### src/rtl/core/mfc_pkg.sv
package mfc_pkg;

	// field widths
	localparam int KIND_W  = 2;
	localparam int INDEX_W = 6;
	localparam int MASK_W  = 6;
	localparam int ADDR_W  = 32;
	localparam int PROTO_W = 8;
	localparam int PORT_W  = 16;

	// table depth
	localparam int FLOW_ENTRIES_DEF = 64;

	// word kinds
	localparam logic [KIND_W-1:0] KIND_CLASSIFY = 2'd0;
	localparam logic [KIND_W-1:0] KIND_WRITE    = 2'd1;
	localparam logic [KIND_W-1:0] KIND_CLEAR    = 2'd2;

	// protocol numbers
	localparam logic [PROTO_W-1:0] PROTO_TCP = 8'd6;
	localparam logic [PROTO_W-1:0] PROTO_UDP = 8'd17;

	// mask bit positions
	localparam int MB_ADDR_SRC = 0;
	localparam int MB_ADDR_DST = 1;
	localparam int MB_TCP_SRC  = 2;
	localparam int MB_TCP_DST  = 3;
	localparam int MB_UDP_SRC  = 4;
	localparam int MB_UDP_DST  = 5;

	// request word as it travels down the chain
	typedef struct packed {
		logic [KIND_W-1:0]  kind;
		logic [INDEX_W-1:0] entry_index;
		logic [MASK_W-1:0]  entry_mask;
		logic [ADDR_W-1:0]  addr_src;
		logic [ADDR_W-1:0]  addr_dst;
		logic [PROTO_W-1:0] ip_protocol;
		logic [PORT_W-1:0]  port_src;
		logic [PORT_W-1:0]  port_dst;
	} flow_word_t;

	// running search result
	typedef struct packed {
		logic               hit;
		logic [INDEX_W-1:0] flow_index;
	} search_t;

endpackage

### src/rtl/core/mfc_cell.sv
module mfc_cell import mfc_pkg::*; #(
	parameter int CELL_INDEX = 0
) (
	input  logic       clk,
	input  logic       arst_n,
	input  logic       en,
	input  logic       in_valid,
	input  flow_word_t in_word,
	input  search_t    in_res,
	output logic       out_valid,
	output flow_word_t out_word,
	output search_t    out_res
);

	logic               entry_valid_q;
	logic [MASK_W-1:0]  mask_q;
	logic [ADDR_W-1:0]  addr_src_q;
	logic [ADDR_W-1:0]  addr_dst_q;
	logic [PORT_W-1:0]  port_src_q;
	logic [PORT_W-1:0]  port_dst_q;

	logic               out_valid_q;
	flow_word_t         word_q;
	search_t            res_q;

	logic               sel;
	logic               do_write;
	logic               do_clear;
	logic               ok_addr;
	logic               ok_tcp;
	logic               ok_udp;
	logic               match;
	search_t            res_d;

	// entry addressed by this word
	assign sel      = en && in_valid && (int'(in_word.entry_index) == CELL_INDEX);
	assign do_write = sel && (in_word.kind == KIND_WRITE);
	assign do_clear = sel && (in_word.kind == KIND_CLEAR);

	// masked compare against the stored entry
	always_comb begin
		ok_addr = (!mask_q[MB_ADDR_SRC] || (addr_src_q == in_word.addr_src)) &&
			(!mask_q[MB_ADDR_DST] || (addr_dst_q == in_word.addr_dst));
		ok_tcp = !(mask_q[MB_TCP_SRC] || mask_q[MB_TCP_DST]) ||
			((in_word.ip_protocol == PROTO_TCP) &&
			(!mask_q[MB_TCP_SRC] || (port_src_q == in_word.port_src)) &&
			(!mask_q[MB_TCP_DST] || (port_dst_q == in_word.port_dst)));
		ok_udp = !(mask_q[MB_UDP_SRC] || mask_q[MB_UDP_DST]) ||
			((in_word.ip_protocol == PROTO_UDP) &&
			(!mask_q[MB_UDP_SRC] || (port_src_q == in_word.port_src)) &&
			(!mask_q[MB_UDP_DST] || (port_dst_q == in_word.port_dst)));
		match = entry_valid_q && ok_addr && ok_tcp && ok_udp;
	end

	// first hit wins, later cells keep it
	always_comb begin
		res_d = in_res;
		if ((in_word.kind == KIND_CLASSIFY) && !in_res.hit && match) begin
			res_d.hit        = 1'b1;
			res_d.flow_index = INDEX_W'(CELL_INDEX);
		end
	end

	// entry valid mark
	always_ff @(posedge clk or negedge arst_n) begin
		if (!arst_n) begin
			entry_valid_q <= 1'b0;
		end else if (do_write) begin
			entry_valid_q <= 1'b1;
		end else if (do_clear) begin
			entry_valid_q <= 1'b0;
		end
	end

	// entry key and mask
	always_ff @(posedge clk) begin
		if (do_write) begin
			mask_q     <= in_word.entry_mask;
			addr_src_q <= in_word.addr_src;
			addr_dst_q <= in_word.addr_dst;
			port_src_q <= in_word.port_src;
			port_dst_q <= in_word.port_dst;
		end
	end

	// hand the word to the next cell
	always_ff @(posedge clk or negedge arst_n) begin
		if (!arst_n) begin
			out_valid_q <= 1'b0;
		end else if (en) begin
			out_valid_q <= in_valid;
		end
	end

	always_ff @(posedge clk) begin
		if (en) begin
			word_q <= in_word;
			res_q  <= res_d;
		end
	end

	assign out_valid = out_valid_q;
	assign out_word  = word_q;
	assign out_res   = res_q;

endmodule

### config.mk
export PLATFORM = sky130hd
export DESIGN_NAME = mfc_cell
export DESIGN_NICKNAME = d
export VERILOG_FILES = /design/src/rtl/core/mfc_pkg.sv /design/src/rtl/core/mfc_cell.sv
export SDC_FILE = /design/constraint.sdc
export NUM_CORES = 1
export LEC_CHECK = 0
export BUFFER_PORTS_ARGS = -buffer_cell sky130_fd_sc_hd__buf_4
export CAP_MARGIN = 20
export CORE_MARGIN = 2
export CORE_UTILIZATION = 50
export DETAILED_ROUTE_END_ITERATION = 16
export PLACE_DENSITY = 0.78
export SYNTH_ARGS = -nofsm -noshare
export SYNTH_HDL_FRONTEND = slang
export SYNTH_SLANG_ARGS = --single-unit
export TNS_END_PERCENT = 20
### constraint.sdc
create_clock -name clk -period 3.4 [get_ports clk]
set_input_delay 0.34 -clock clk [delete_from_list [all_inputs] [get_ports clk]]
set_output_delay 0.34 -clock clk [all_outputs]
set_load 0.005 [all_outputs]
After elaboration in Yosys (flattened, before gate mapping)
Cells that the tools add are included.
{"block": "op_classes", "n_eq_ne": 8, "mux": 2, "n_reduce_logical": 36}
{"cell": "$eq 32x32->1", "n": 2}
{"cell": "$eq 16x16->1", "n": 2}
{"cell": "$logic_and 1x1->1", "n": 14}
{"cell": "$logic_or 1x1->1", "n": 10}
{"cell": "$logic_not 1->1", "n": 9}
{"cell": "$eq 8x3->1 const B", "n": 1}
{"cell": "$eq 8x5->1 const B", "n": 1}
{"cell": "$logic_not 6->1", "n": 1}
{"cell": "$eq 2x1->1 const B", "n": 1}
{"cell": "$eq 2x2->1 const B", "n": 1}
{"cell": "$logic_not 2->1", "n": 1}
{"cell": "$mux 1", "n": 2}
{"cell": "$reduce_bool 2->1", "n": 1}
{"block": "totals", "register_bits": 229, "input_bits": 129, "output_inout_bits": 126}

Depth between registers and ports, before layout
Gate-level depths: netlist of run 1.
{"block": "logic_depth", "depth_word": 8, "ltp_mapped": 5, "depth_no_buf": 5}

Least setup slack after synthesis of run 1
Ideal clock, no wire load.
{"block": "synth_path", "path_type": "input to register", "start": "input in_word[113] in the netlist's numbering", "end": "register addr_dst_q[0], enable pin", "n_path_buf": 0, "stages": 4, "t_required_ns": 2.837, "arrival_time_ns": 5.551, "setup_slack_ns": -2.714, "setup_time_ns": 0.563, "cell_sequence": "or4_1 > nor4_1 > nand2_1 > nor2_1"}
{"block": "synth_via", "elab_chain_len": 3}
{"item": "start, declared", "line": "mfc_cell.sv:8", "source": "input flow_word_t in_word,"}
{"item": "$logic_not 6->1", "line": "mfc_cell.sv:36", "source": "assign sel = en && in_valid && (int'(in_word.entry_index) == CELL_INDEX);"}
{"item": "$logic_and 1x1->1", "line": "mfc_cell.sv:36"}
{"item": "$logic_and 1x1->1", "line": "mfc_cell.sv:37", "source": "assign do_write = sel && (in_word.kind == KIND_WRITE);"}
{"item": "named net do_write", "line": "mfc_cell.sv:27", "source": "logic do_write;"}
{"item": "end signal, assigned", "line": "mfc_cell.sv:80", "source": "addr_dst_q <= in_word.addr_dst;"}
{"item": "end, declared", "line": "mfc_cell.sv:18", "source": "logic [ADDR_W-1:0] addr_dst_q;"}
The timed path passes the listed nets, and every way through them passes these cells.
A chain may end at the register's enable or synchronous reset.

Final worst setup path of run 1
{"block": "layout_path", "start": "register port_dst_q[6]", "end": "register res_q, in the netlist out_res[0], data pin"}
{"block": "layout_via", "elab_chain_len": 7, "word_cells_on_any_way": 10, "classes_between": "1 x eq/ne; 9 x reduce/logical"}
{"item": "start, declared", "line": "mfc_cell.sv:20", "source": "logic [PORT_W-1:0] port_dst_q;"}
{"item": "start signal, assigned", "line": "mfc_cell.sv:82", "source": "port_dst_q <= in_word.port_dst;"}
{"item": "$eq 16x16->1 *", "line": "mfc_cell.sv:47, mfc_cell.sv:51"}
{"item": "$logic_or 1x1->1", "line": "mfc_cell.sv:47", "source": "(!mask_q[MB_TCP_DST] || (port_dst_q == in_word.port_dst)));"}
{"item": "$logic_and 1x1->1", "line": "mfc_cell.sv:46", "source": "(!mask_q[MB_TCP_SRC] || (port_src_q == in_word.port_src)) &&"}
{"item": "$logic_or 1x1->1", "line": "mfc_cell.sv:44", "source": "ok_tcp = !(mask_q[MB_TCP_SRC] || mask_q[MB_TCP_DST]) ||"}
{"item": "$logic_and 1x1->1", "line": "mfc_cell.sv:52", "source": "match = entry_valid_q && ok_addr && ok_tcp && ok_udp;"}
{"item": "$logic_and 1x1->1 *", "line": "mfc_cell.sv:52"}
{"item": "$logic_and 1x1->1 *", "line": "mfc_cell.sv:58", "source": "if ((in_word.kind == KIND_CLASSIFY) && !in_res.hit && match) begin"}
{"item": "end signal, assigned", "line": "mfc_cell.sv:98", "source": "res_q <= res_d;"}
{"item": "end, declared", "line": "mfc_cell.sv:24", "source": "search_t res_q;"}
Mark *: on every way between the ends. The rest lies on a longest branch, timed or not.

==> out/results.md, run 1 <==
• 229 — post-synthesis sequential element count
• 0.104 — parity-gate share of the synthesized area counting xor and xnor cells
• 0.078 — relative contribution of combinational cells to total power
• 0.195 — Overall Global Routing Usage
• 4,727 — via count of the first global-routing pass
• 0.201 — switching share of power
• 26.4 mm — global-route wire length before repair
• 1.21 mW — Net Sw Power
• 0 ns — setup TNS
• 6 — total iterations of the first detailed-routing run
• 0.645 — ratio of final minimum period to clock period
• input pin to flop — path type of the worst min-delay path
• 7 — maximum fanout along the worst path
• 1.21 ns — setup slack of the most critical reg-to-reg path
• 0 — total of endpoints with negative setup slack in the final report
• 2.43 ns — arrival time at the worst endpoint
• 1,051 — fill cell count
• 0.00873 — share of flip-flops with an asynchronous set or reset
• 0 — proportion of synthesized area in mux cells
• 0 — Max-cap violations
• 518 — Syn Nets
• 19.1 um — average wire per cell in the routed design
• 4.12 nW — cell leakage power
• 0 — initial antenna violation count
• 801 — Final nets
• 0.0103 mm2 — Placed Instance Area
• 0.00812 mm2 — total standard cell area after synthesis
• 131 um — Horiz. Die Dim
• 3.64 ns — Worst EP required
• flop — kind of end point of the critical path
• flop — type of element launching the critical path
• 0 — number of diodes
• edfxtp_1, xnor2_1, xor2_1 — Synth area leaders
• 0 — adder-cell area share of the yosys netlist
• 0.0156 — compound-gate portion of the synthesized area
• 349 — DRT iter0 DRCs
• complete, no violations — run status
• 5.02 — Vias per Instance
• 1.21 ns — final worst-path setup slack
• 0.0135 ns — Fin Clk Skew
• 0 — DR DRC count
• 2.19 ns — final critical delay including setup and external delays
• 0.378 — relative contribution of the clock network to total power
• 6.03 mW — total power of the final layout
• 0.845 — proportion of synthesized chip area in sequential cells
• 0.0320 ns — worst hold margin
• 227 — number of enable flip-flop cells after synthesis
• 4,541 — total vias in the final route
• 254 — number of buffer cells added on primary ports
• 0.839 — top-area cell type share of the netlist area
• 547 mW/mm2 — pwr dens
• 0.06 ns — clock edge transition at the registers on the reported setup and hold paths
• 35.8% — Area Growth Syn to Fin
• 5 — r2r worst-path depth
• nor4_1 — Slowest cell on crit path
• edfxtp_1 — Primary FF master, synth
• edfxtp_1, xnor2_1, xor2_1 — most instantiated cells after synthesis
• 0 — hold violation count in the final report
• 0.805 ns — pre-CTS WS
• 1 — H-Tree Depth
• port_dst_q[6] — start of the worst register-to-register path
• clkbuf_16 — clock root buffer
• false — setup repair after global routing missed its margin
• built — clock tree from TritonCTS
• 0.436 — worst slew margin relative to its limit
• 0.49 ns — insertion delay to the later sink of the worst-skew pair
• 0.420 — layout cell share with drive strength beyond 1
• 0.0342 — share of synthesized cell area in and, or, nand and nor gates
• 456 MHz — top achievable clock speed
• 0.47 ns — Largest stage delay, worst path
• 17.3 mm — Routed Wire Length
• 0 — synthesis warning total
• 131 um — floorplan die height
• 4.82 mW — Internal
• 0.0173 mm2 — area of the die
• 389 — Post-Synthesis Cells
• 0.511 — starting utilization of the core area
• 0 — setup repair bufs after CTS
• out_res[0] — end of the worst register-to-register path
• 0 — total grt overflow
• 0.0159 mm2 — core area
• 0.0110 mm2 — cell area after layout
• 46 — row cnt
• 0 — Routed Antenna Nets
• 255 — number of placed I/O pins
• edfxtp_1 — most numerous cell in the Yosys netlist
• 0.846 ns — measured slew at the worst slew-check pin
• 20.9 um2 — Mapped Avg Cell Area
• 0.543 — fraction of power consumed by sequential logic
• 229 — Clock Sinks
• 21 — synth unique cells
• flop to flop — type of the setup path with the least slack
• 0.000449 V — peak supply drop
• mask_q[3] — Hold Path End
• in_word[107] — worst hold path startpoint
• 103 — maximum number of pins on one net before global-route repair
• 3 — number of buffers on the longest clock path
• 1 — Hold Crit Depth
• 12.2 mm — HPWL after DPL
• 0 — Slew Viols, Final
• port_dst_q[6] — crit path launch
• XOR/XNOR gates — largest family of logic cells by synthesized area
• 23 — number of buffers inserted during clock tree synthesis
• xnor2_1 > nand4_1 > nor4_1 > o221ai_1 > o31a_1 — ordered cell list for the critical path
• edfxtp_1 — post-synthesis cell type with the largest combined area
• 0.793 — weighted congestion at the end of routability-driven global placement
[per-stage QoR]
stage                util  instances
CTS                 0.694        904
global route        0.694        904
floorplan               -        389
detailed placement  0.651        862
finish              0.694        904
global placement    0.651        862
[layout make-up]
class,count,area [um2],share of cell area
clock buffers,26,587,0.0532
inverters,3,11.3,0.00102
well taps,216,270,0.0245
repair buffers,258,1950,0.177
clock inverters,15,90.1,0.00817
multi-input cells,157,1250,0.114
flip-flops and latches,229,6870,0.623
[kinds of logic (layout without fill, tap and decap cells)]
| family | after synthesis | in the layout |
|---|---|---|
| buffers and inverters | 3 | 302 |
| flip-flops | 229 | 229 |
| XOR/XNOR | 96 | 96 |
| AO/OA/AOI/OAI | 16 | 16 |
| AND/OR/NAND/NOR | 45 | 45 |
[power groups by stage]
stage	sequential [mW]	clock [mW]	combinational, mW
5_1_grt	3.29	2.44	0.503
2_1_floorplan	3.35	0	0.0571
3_5_place_dp	3.34	0	0.473
6_report	3.28	2.28	0.472
4_1_cts	3.28	2.34	0.478
3_3_place_gp	3.33	0	0.458
[layer usage]
| layer | vias to the layer above | wire length, um | track usage | part of all wire |
|---|---|---|---|---|
| li1 | 2089 | - | - | - |
| met1 | 2233 | 6650 | 0.238 | 0.38 |
| met2 | 187 | 8860 | 0.339 | 0.51 |
| met3 | 32 | 1300 | 0.0505 | 0.075 |
| met4 | 0 | 492 | 0.0694 | 0.028 |
| met5 | - | 0 | 0 | 0 |
[flip-flops by register name, indices dropped and copies added, names as in the netlist]
name	cells
out_word	118
out_res	7
out_valid	1
entry_valid_q	1
port_dst_q	16
addr_dst_q	32
addr_src_q	32
mask_q	6
port_src_q	16
[placed cells by master, fill, tap and decap left out, types with 2 or more instances in the layout]
master and n:
nand4_1 13, dfrtp_1 2, clkbuf_1 3, nand2_1 4, clkbuf_16 23, xor2_1 48, o21ai_1 2, nor4bb_1 2
clkinv_2 6, o31a_1 6, nor2_1 6, clkinv_1 8, edfxtp_1 227, inv_1 3, o41a_1 2, nor4_1 17
xnor2_1 48, buf_4 256
[critical path: cells and delay by family (launching register included)]
family | cells | cell delay (ns)
AOI/OAI and AO/OA | 2 | 0.78
and+or+nand+nor | 2 | 0.59
DFF | 1 | 0.39
xor gates and xnor gates | 1 | 0.18
[timing repair]
action                    4_1_cts  5_1_grt
hold endpoints to repair        2        0
hold buffers                    1        0
resized for setup               0        0
[how the worst max path moves through the flow]
stage                     end  slack, ns  cells past startpoint
6_report           out_res[0]       1.21                      5
3_5_place_dp   port_src_q[12]       0.81                      6
4_1_cts            out_res[0]       1.17                      5
2_1_floorplan   addr_dst_q[0]       0.11                      4
3_3_place_gp   addr_dst_q[18]       0.89                      6
5_1_grt            out_res[2]       1.05                      5
Power figures use the tool's default switching activity.
==> inputs of run 2 (changes only) <==
- CORE_UTILIZATION: 50 -> 46
- PLACE_DENSITY: 0.78 -> 0.76
- clock period: 3.4 -> 2 ns (I/O delays scaled with it)
==> run 2 against run 1 <==
  * The run now ends with setup timing left
  * First-iteration DRC count is 19% lower
  * Power is 78% higher
  * Critical path depth is 1 higher
  * Die area is 8.4% higher
  * Utilization is 3.7 points higher
  * Count of clock-buffer cells in the layout is 1 lower
  * Maximum frequency is 4.0% lower
  * Global-route usage is 2.0 points higher
  * Clock power is 79% higher
  * Worst hold slack worse by 0.011 ns
  * Critical path type unchanged
  * Critical endpoint is now out_res[3]
==> out/results.md, run 2 (same netlist as run 1, synthesis figures left out) <==
• buf_4, edfxtp_1, dlygate4sd3_1, xnor2_1, xor2_1 — most frequent cells in the layout
• 118 — flip-flop count of the largest register after layout, unchanged
• 0.215 — Overall Global Routing Usage, +0.0196
• 0 — DR DRC count, unchanged
• 3 — number of buffers on the longest clock path, unchanged
• 2.26 ns — Worst EP required, -1.38 ns
• 1 — initial antenna violation count, +1
• 5,187 — total vias in the final route, +14%
• 0.47 ns — Largest stage delay, worst path, about the same
• 12.6 mm — HPWL after DPL, +3.2%
• 24 — number of buffers inserted during clock tree synthesis, +4.3%
• buf_4 — leading cell type in the layout, fill and taps excluded
• 0.06 ns — clock edge transition at the registers on the reported setup and hold paths, about the same
• setup timing — violated checks
• 0.0213 ns — Fin Clk Skew, +0.00784 ns
• 0.684 ns — measured slew at the worst slew-check pin, -0.161 ns
• 959 — Final nets, +20%
• 0.0107 mm2 — Placed Instance Area, +3.0%
• 1 — count of buffering cells on the critical path with inverters included, +1
• 0.544 — worst slew margin relative to its limit, +0.108
• 0 — Slew Viols, Final, unchanged
• 7 — maximum fanout along the worst path, unchanged
• 4 — total iterations of the first detailed-routing run, -2
• 284 — DRT iter0 DRCs, -19%
• 0 — Routed Antenna Nets, unchanged
• xor2_1 > nor4_2 > buf_4 > nand4_1 > o41a_1 > o31a_1 — ordered cell list for the critical path
• 904 — number of placed cells counting well taps, +4.9%
• 1,041 — fill cell count, -0.95%
• 229 — Clock Sinks, unchanged
• 254 — number of buffer cells added on primary ports, unchanged
• 0.0215 ns — worst hold margin, -0.0105 ns
• 2.54 ns — arrival time at the worst endpoint, +0.11 ns
• finished, violations left — run status
• 1,073 — Final Instance Count excl. Fillers, +19%
• 4.83 — Vias per Instance, -3.8%
• 0.470 — starting utilization of the core area, -0.0417
• 137 um — floorplan die height, +4.1%
• flop — type of element launching the critical path
• 30.2 mm — global-route wire length before repair, +15%
• 19.1 um — average wire per cell in the routed design, -0.43%
• input pin to flop — path type of the worst min-delay path
• 55.7% — Area Growth Syn to Fin
• built — clock tree from TritonCTS
• 848 mW/mm2 — pwr dens, +55%
• 4.84 nW — cell leakage power, +18%
• -0.284 ns — final worst-path setup slack, -1.49 ns
• compound AO/OA/AOI/OAI gates — largest delay contributor family on the critical path
• true — setup repair after global routing missed its margin
• 0 — Max-cap violations, unchanged
• 137 um — Horiz. Die Dim, +4.1%
• 0.0173 mm2 — core area, +8.9%
• 438 MHz — top achievable clock speed, -4.0%
• 1.14 — ratio of final minimum period to clock period, +0.497
• flop to flop — type of the setup path with the least slack
• 0 — setup repair bufs after CTS, unchanged
• 0.844 — weighted congestion at the end of routability-driven global placement, +6.4%
• 0.391 — layout cell share with drive strength beyond 1, -0.0293
• o41a_1 — Slowest cell on crit path
• 0.51 ns — insertion delay to the later sink of the worst-skew pair, +0.02 ns
• clkbuf_16 — clock root buffer
• flop — kind of end point of the critical path
• 7 — total of endpoints with negative setup slack in the final report, +7
• 0 — total grt overflow, unchanged
• 0.000795 V — peak supply drop, +77%
• 5,569 — via count of the first global-routing pass, +18%
• 48 — row cnt, +4.3%
• 0.731 — final core area utilization, +0.0369
• 0.0126 mm2 — cell area after layout, +15%
• 20.4 mm — Routed Wire Length, +18%
• 1 — H-Tree Depth, unchanged
• 2.28 ns — final critical delay including setup and external delays, +0.0916 ns
• 127 — maximum number of pins on one net before global-route repair, +23%
• 255 — number of placed I/O pins, unchanged
• 0 — hold violation count in the final report, unchanged
• 0.0187 mm2 — area of the die, +8.4%
run 2: cell count changes in the layout (fill, tap and decap cells not counted), moves of 2 or more:
cell | before | now
buf_12 | 1 | 4
nor4_1 | 17 | 15
dlygate4sd3_1 | 1 | 125
clkbuf_1 | 3 | 1
buf_4 | 256 | 286
clkinv_1 | 8 | 6
clkinv_2 | 6 | 8
run 2: timing repair:
item | in CTS | in global routing
hold buffers | 125 | 0
endpoints found under the hold margin | 228 | 0
pin swaps | 8 | 2
setup endpoints to repair | 7 | 7
resized for setup | 1 | 0
run 2: area by class of cell:
type | instances | area (um2) | area share
sequential | 229 | 6870 | 0.543
tap | 225 | 282 | 0.0223
inverter | 3 | 11.3 | 0.000890
clock buffer | 25 | 604 | 0.0478
multi-input combinational | 157 | 1280 | 0.101
timing repair buffer | 415 | 3480 | 0.275
clock inverter | 18 | 125 | 0.00989
antenna | 1 | 2.50 | 0.000198
run 2: power breakdown:
part	internal (mW)	switching [mW]
sequential	5.51	0.0716
clock	2.33	1.76
combinational	0.653	0.405
total	8.49	2.24
run 2: per-layer routing:
metal	up-vias	global-route usage	wire length, um
li1	2404	-	-
met1	2532	0.251	7710
met2	208	0.399	10900
met3	43	0.0411	1290
met4	0	0.0687	505
met5	-	0	0
run 2: metrics by stage:
step	total power, mW	worst slack, ns	TNS (ns)
after floorplan	5.80	-1.06	-107.67
after global placement	6.49	-0.224	-7.70
after detailed placement	6.53	-0.350	-9.66
after CTS	10.8	-0.259	-1.63
after global routing	11.1	-0.353	-2.28
final	10.7	-0.284	-1.75
run 2: worst paths after layout:
kind	startpoint	end	slack, ns	cells past startpoint
worst max-delay path	addr_src_q[9]	out_res[3]	-0.28	6
worst min-delay path	in_res[0]	out_res[0]	0.02	2
worst max register to register	addr_src_q[9]	out_res[3]	-0.28	6
worst min register to register	entry_valid_q	entry_valid_q	0.57	2
max in group asynchronous	arst_n	entry_valid_q	1.28	3
min in group asynchronous	arst_n	out_valid	0.59	3
